===== src/rtl/sit_pkg.sv =====
package sit_pkg;

   localparam int VALUE_W       = 32;
   localparam int STATUS_W      = 3;
   localparam int ENTRY_W       = 7;
   localparam int CAPACITY_DEF  = 64;

   localparam logic ACT_INSERT = 1'b0;
   localparam logic ACT_DELETE = 1'b1;

   typedef enum logic [STATUS_W-1:0] {
      ST_INSERTED  = 3'd0,
      ST_FULL      = 3'd1,
      ST_DELETED   = 3'd2,
      ST_NOT_FOUND = 3'd3,
      ST_EMPTY     = 3'd4
   } sit_status_type;

   typedef enum logic {
      SIT_IDLE   = 1'b0,
      SIT_UPDATE = 1'b1
   } sit_state_type;

   // broadcast to every cell of the chain
   typedef struct packed {
      logic load_flags;
      logic shift_ins;
      logic shift_del;
   } sit_cell_ctrl_type;

endpackage


===== src/rtl/sit_cell.sv =====
module sit_cell #(
   parameter int INDEX = 0,
   parameter int CNT_W = 7
) (
   input  logic                              clock,
   input  logic                              reset,
   input  sit_pkg::sit_cell_ctrl_type        ctrl,
   input  logic [CNT_W-1:0]                  count,
   input  logic signed [sit_pkg::VALUE_W-1:0] cmp_value,
   input  logic signed [sit_pkg::VALUE_W-1:0] ins_value,
   input  logic                              prev_less,
   input  logic signed [sit_pkg::VALUE_W-1:0] prev_value,
   input  logic signed [sit_pkg::VALUE_W-1:0] next_value,
   output logic signed [sit_pkg::VALUE_W-1:0] value,
   output logic                              less,
   output logic                              hit
);
   import sit_pkg::*;

   logic signed [VALUE_W-1:0] value_ff, value_in;
   logic                      less_ff, less_in;
   logic                      eq_ff, eq_in;
   logic                      occupied;

   assign occupied = CNT_W'(INDEX) < count;

   always_comb begin
      less_in = less_ff;
      eq_in   = eq_ff;
      if (ctrl.load_flags) begin
         less_in = occupied && (value_ff < cmp_value);
         eq_in   = occupied && (value_ff == cmp_value);
      end
   end

   // entries below the insert or delete point keep their place, the rest move one step
   always_comb begin
      value_in = value_ff;
      if (ctrl.shift_ins && !less_ff) begin
         value_in = prev_less ? ins_value : prev_value;
      end else if (ctrl.shift_del && !less_ff) begin
         value_in = next_value;
      end
   end

   always_ff @(posedge clock) begin
      if (reset) begin
         less_ff <= 1'b0;
         eq_ff   <= 1'b0;
      end else begin
         less_ff <= less_in;
         eq_ff   <= eq_in;
      end
   end

   always_ff @(posedge clock) begin
      value_ff <= value_in;
   end

   assign value = value_ff;
   assign less  = less_ff;
   assign hit   = eq_ff && !less_ff && prev_less;

endmodule


===== config.mk =====
export PLATFORM = sky130hd
export DESIGN_NAME = sit_cell
export DESIGN_NICKNAME = d
export VERILOG_FILES = /design/src/rtl/sit_pkg.sv /design/src/rtl/sit_cell.sv
export SDC_FILE = /design/constraint.sdc
export NUM_CORES = 1
export LEC_CHECK = 0
export ABC_AREA = 1
export BUFFER_PORTS_ARGS = -buffer_cell sky130_fd_sc_hd__buf_2
export CORE_ASPECT_RATIO = 1.4
export CORE_MARGIN = 1.5
export CORE_UTILIZATION = 25
export DETAILED_ROUTE_END_ITERATION = 6
export PLACE_DENSITY = 0.55
export SYNTH_ARGS = -nofsm -noshare
export SYNTH_HDL_FRONTEND = slang
export SYNTH_SLANG_ARGS = --single-unit

===== constraint.sdc =====
create_clock -name clock -period 3.7 [get_ports clock]
set_input_delay 0.185 -clock clock [delete_from_list [all_inputs] [get_ports clock]]
set_output_delay 0.185 -clock clock [all_outputs]
set_load 0.01 [all_outputs]

Word level (Yosys, flattened, before mapping) --
Cells that the tools add are included.
Cells by class: magnitude comparators 2, equal/unequal tests 1, multiplexer cells 3, reductions and logical operators 8
Operator list (count):
- $mux 32 | 3
- $eq 32x32->1 | 1
- $lt 32x32->1 | 1
- $lt 1x7->1 const A | 1
- $logic_and 1x1->1 | 6
- $reduce_bool 2->1 | 1
- $logic_not 1->1 | 1
Storage, ports and cells: register bits after elaboration 34, bits of input ports 141, output and inout port bits 34, logic and storage cells 17

Depth between registers and ports, before layout --
word-level depth 4, mapped depth 16, depth with buffers taken out 16

Worst setup path before layout --
No wires, ideal clock.
kind flip-flop to flip-flop, start register less_ff (netlist: less), end register value_ff[0] (netlist: value[0]) (enable), library setup time 422 ps, data arrival time 1751 ps, required time 3278 ps, slack 1527 ps, cell stages (with the launch flop) 2, buffers on the path 0, period minus slack after synthesis 2173 ps, path through dfxtp_1 nor2_1
On the way: word-level cells in the longest chain between the ends 3
RTL lines:
- start: declaration | line sit_cell.sv:21 | logic less_ff, less_in;
- start signal: assignment | line sit_cell.sv:51 | less_ff <= less_in;
- $logic_not 1->1 * | line sit_cell.sv:39, sit_cell.sv:41
- $logic_and 1x1->1, on equally long branches | line sit_cell.sv:39, sit_cell.sv:41
- $reduce_bool 2->1 (no line) *
- end signal: assignment | line sit_cell.sv:57 | value_ff <= value_in;
- end: declaration | line sit_cell.sv:20 | logic signed [VALUE_W-1:0] value_ff, value_in;
Every way passes the cells marked *; elsewhere a longest branch is shown, timed or not. A chain may end at the register's enable or synchronous reset.

Worst setup path in the final report --
start register less_ff (netlist: less), end register value_ff[25] (netlist: value[25]), data pin
On the way: word-level cells in the longest chain between the ends 3
RTL lines:
- $logic_not 1->1 | line sit_cell.sv:39 | if (ctrl.shift_ins && !less_ff) begin
- $logic_and 1x1->1 | line sit_cell.sv:39
- $mux 32 | line sit_cell.sv:39
- named net value_in[25] | line sit_cell.sv:20
The timed path passes the listed nets, and every way through them passes these cells.

==> flow_summary.toml <==
[finish]
area_growth_pct = 43.96
num_antenna_cells = 0
layout.cells.non_filler = 641
layout_commonest_cell = "buf_2"
finalNetCount = 679
seq_area_um2 = 1001
nFillCells = 1116
multi_input_area_um2 = 1371
drive_gt1_share_pct = 37.75
final_cell_mix = "buf_2 (174), nand2_1 (99), inv_1 (44)"

[pwr]
p_switching_mw = 0.4255
peakVddDrop_mv = 0.1488
comb_power_share_pct = 32.0
pwr-share-seq_pct = 39.2
leakagePower_nw = 1.984
internal_power_mw = 0.9405
swShare_pct = 31.15
power_density_nw_per_um2 = 366.4
clock_power_share_pct = 28.7

[clock_tree]
path_clk_slew_ps = 50
cts_buffer_depth = 2
cts_buffers = 5
cts.sinks = 34
clockRootBuffer = "clkbuf_16"
cts_hold_buf = 0
cts_resized = 0
clk_latency_ps = 270
cts_tree = "done"
post_cts_buffers = 0
ctsHtreeMaxLevel = 2

[floorplan]
dieWidth_um = 89.02
io_pins = 175
fp.coreArea_um2 = 10010
dieArea_um2 = 10990
rows = 43
initial_core_util_pct = 25.88
die_h_um = 123.4

[sta]
min_period_ps = 1764
grt_setup_unrepaired = "no"
hold_viol = 0
clock.fmax_mhz = 566.8
max-slew-margin-rel_pct = 31.19
finalSetupTns_ps = 0
fin_crit_sh_pct = 47.69
finalMaxSlewViolations = 0
worst_slew_pin_slew_ps = 1031
fin_skew_ps = 5.147
setup_violations = 0

[flow_run]
cap_violations = 0

[grt]
antenna_found_initial = 1
grt_max_degree = 37
track_usage_pct = 14.34
grt_overflow = 0
grt_pass1_wl_um = 11950
first_global_vias = 2658

[critical_path]
slowest_stage = "nor2_4"
path_class = "register to register"
arrival_ps = 1770
max_stage_delay_ps = 520
cp-start-kind = "register"
cp-end-kind = "register"
path_cells = "nor2_4, buf_4, a31oi_1"
path_max_fanout = 36
cp_data_required_time_ps = 3700

[route]
wl_per_cell_um = 12.32
totalWireLength_um = 7896
drc = 0
viasPerCell = 4.376
num_vias = 2805
drt-initial-drc-count = 54
dr.pass1.iters = 4
drtAntennaViolNets = 0

[logic_synthesis]
yosys_warnings = 0
synth_fp_nets = 509
synth_top_area_cell = "edfxtp_1"
avgSynthCellArea_um2 = 7.708
synthCells = 336
synth_area_um2 = 2590
ys_top_cells_by_area = "edfxtp_1 (37%), ha_1 (15%), nand2_1 (14%), a31oi_1 (7.7%), inv_1 (6.4%)"
ys_seq_elements = 34
synth.distinct_cells = 23
synth_top_area_share_pct = 37.10
ys_seq_area_share_pct = 38.65

[placed_design]
placed_cells = 634
dp_hpwl_um = 6464
place_congestion = 0.8029
io_buffers = 174

[status]
run_status = "complete, no violations"

[hold_path]
hp-class = "primary input to register"
## final timing paths
path                       from             endpoint  slack [ps]  depth (start not counted)
max           less$_SDFFE_PP0P_  value[25]$_DFFE_PP_        1940                          3
min                       reset    less$_SDFFE_PP0P_          90                          2
max reg2reg   less$_SDFFE_PP0P_  value[25]$_DFFE_PP_        1940                          3
min reg2reg  eq_ff$_SDFFE_PP0P_   eq_ff$_SDFFE_PP0P_         460                          2
## logic make-up after synthesis
group	after synthesis	share of synthesized area (%)
buffers and inverters	58	8.889
adder cells (fa/ha/maj)	32	15.46
AND/OR/NAND/NOR	157	24.15
flip-flops	34	38.65
AO/OA/AOI/OAI	55	12.85
## worst max-delay path, delay by kind of cell, from the launching register on
family                 cells  cell delay [ps]
buffers and inverters      1              430
and+or+nand+nor            1              520
DFF                        1              380
AOI/OAI and AO/OA          1              130
## stage by stage
step           hold WS [ps]  setup WS [ps]  power (mW)  cell area (µm²)  util, %
6_report              91.15           1936       1.366             3729    37.26
3_3_place_gp          370.5           1947      0.9807             3596    35.93
5_1_grt               81.00           1763       1.468             3729    37.26
3_5_place_dp          371.2           1903      0.9900             3596    35.93
4_1_cts               78.26           1899       1.394             3729    37.26
2_1_floorplan         247.4           1527      0.7958             2590        -
## cell type report
class / count / area share (%)
Sequential cell: 34 / 26.85
Inverter: 45 / 4.530
Clock buffer: 7 / 3.557
Multi-Input combinational cell: 244 / 36.78
Tap cell: 135 / 4.530
Timing Repair Buffer: 176 / 23.76
## per-layer routing
metal  vias to the layer above  routed length [µm]  global-route usage, %
met3                        10                 498                  3.138
met4                         2                 127                  5.192
met1                      1241                3029                  16.05
met2                       101                4228                  26.18
li1                       1451                   -                      -
met5                         -                  11                      0
## cell usage after synthesis
master,n
nand2_1,99
inv_1,44
nor2_1,43
a31oi_1,32
edfxtp_1,32
ha_1,32
a21oi_1,14
buf_2,10
nand3_1,4
clkbuf_1,3
nand2_2,3
nor2_2,3
a21o_1,2
a21oi_2,2
dfxtp_1,2
nand4_1,2
o21a_1,2
o21ai_0,2
clkinv_1,1
nor2_4,1
nor3_1,1
nor4_1,1
o21ai_1,1
## registers in the layout, summed over array words and instances (netlist names)
signal and count:
less 1, eq_ff 1, value 32
## power groups by stage
stage / clock network [mW] / registers [mW] / logic (mW)
final: 0.393 / 0.536 / 0.437
after global routing: 0.422 / 0.545 / 0.502
after CTS: 0.409 / 0.537 / 0.448
after detailed placement: 0 / 0.545 / 0.445
after global placement: 0 / 0.542 / 0.438
after floorplan: 0 / 0.568 / 0.228
Power figures use the tool's default switching activity.
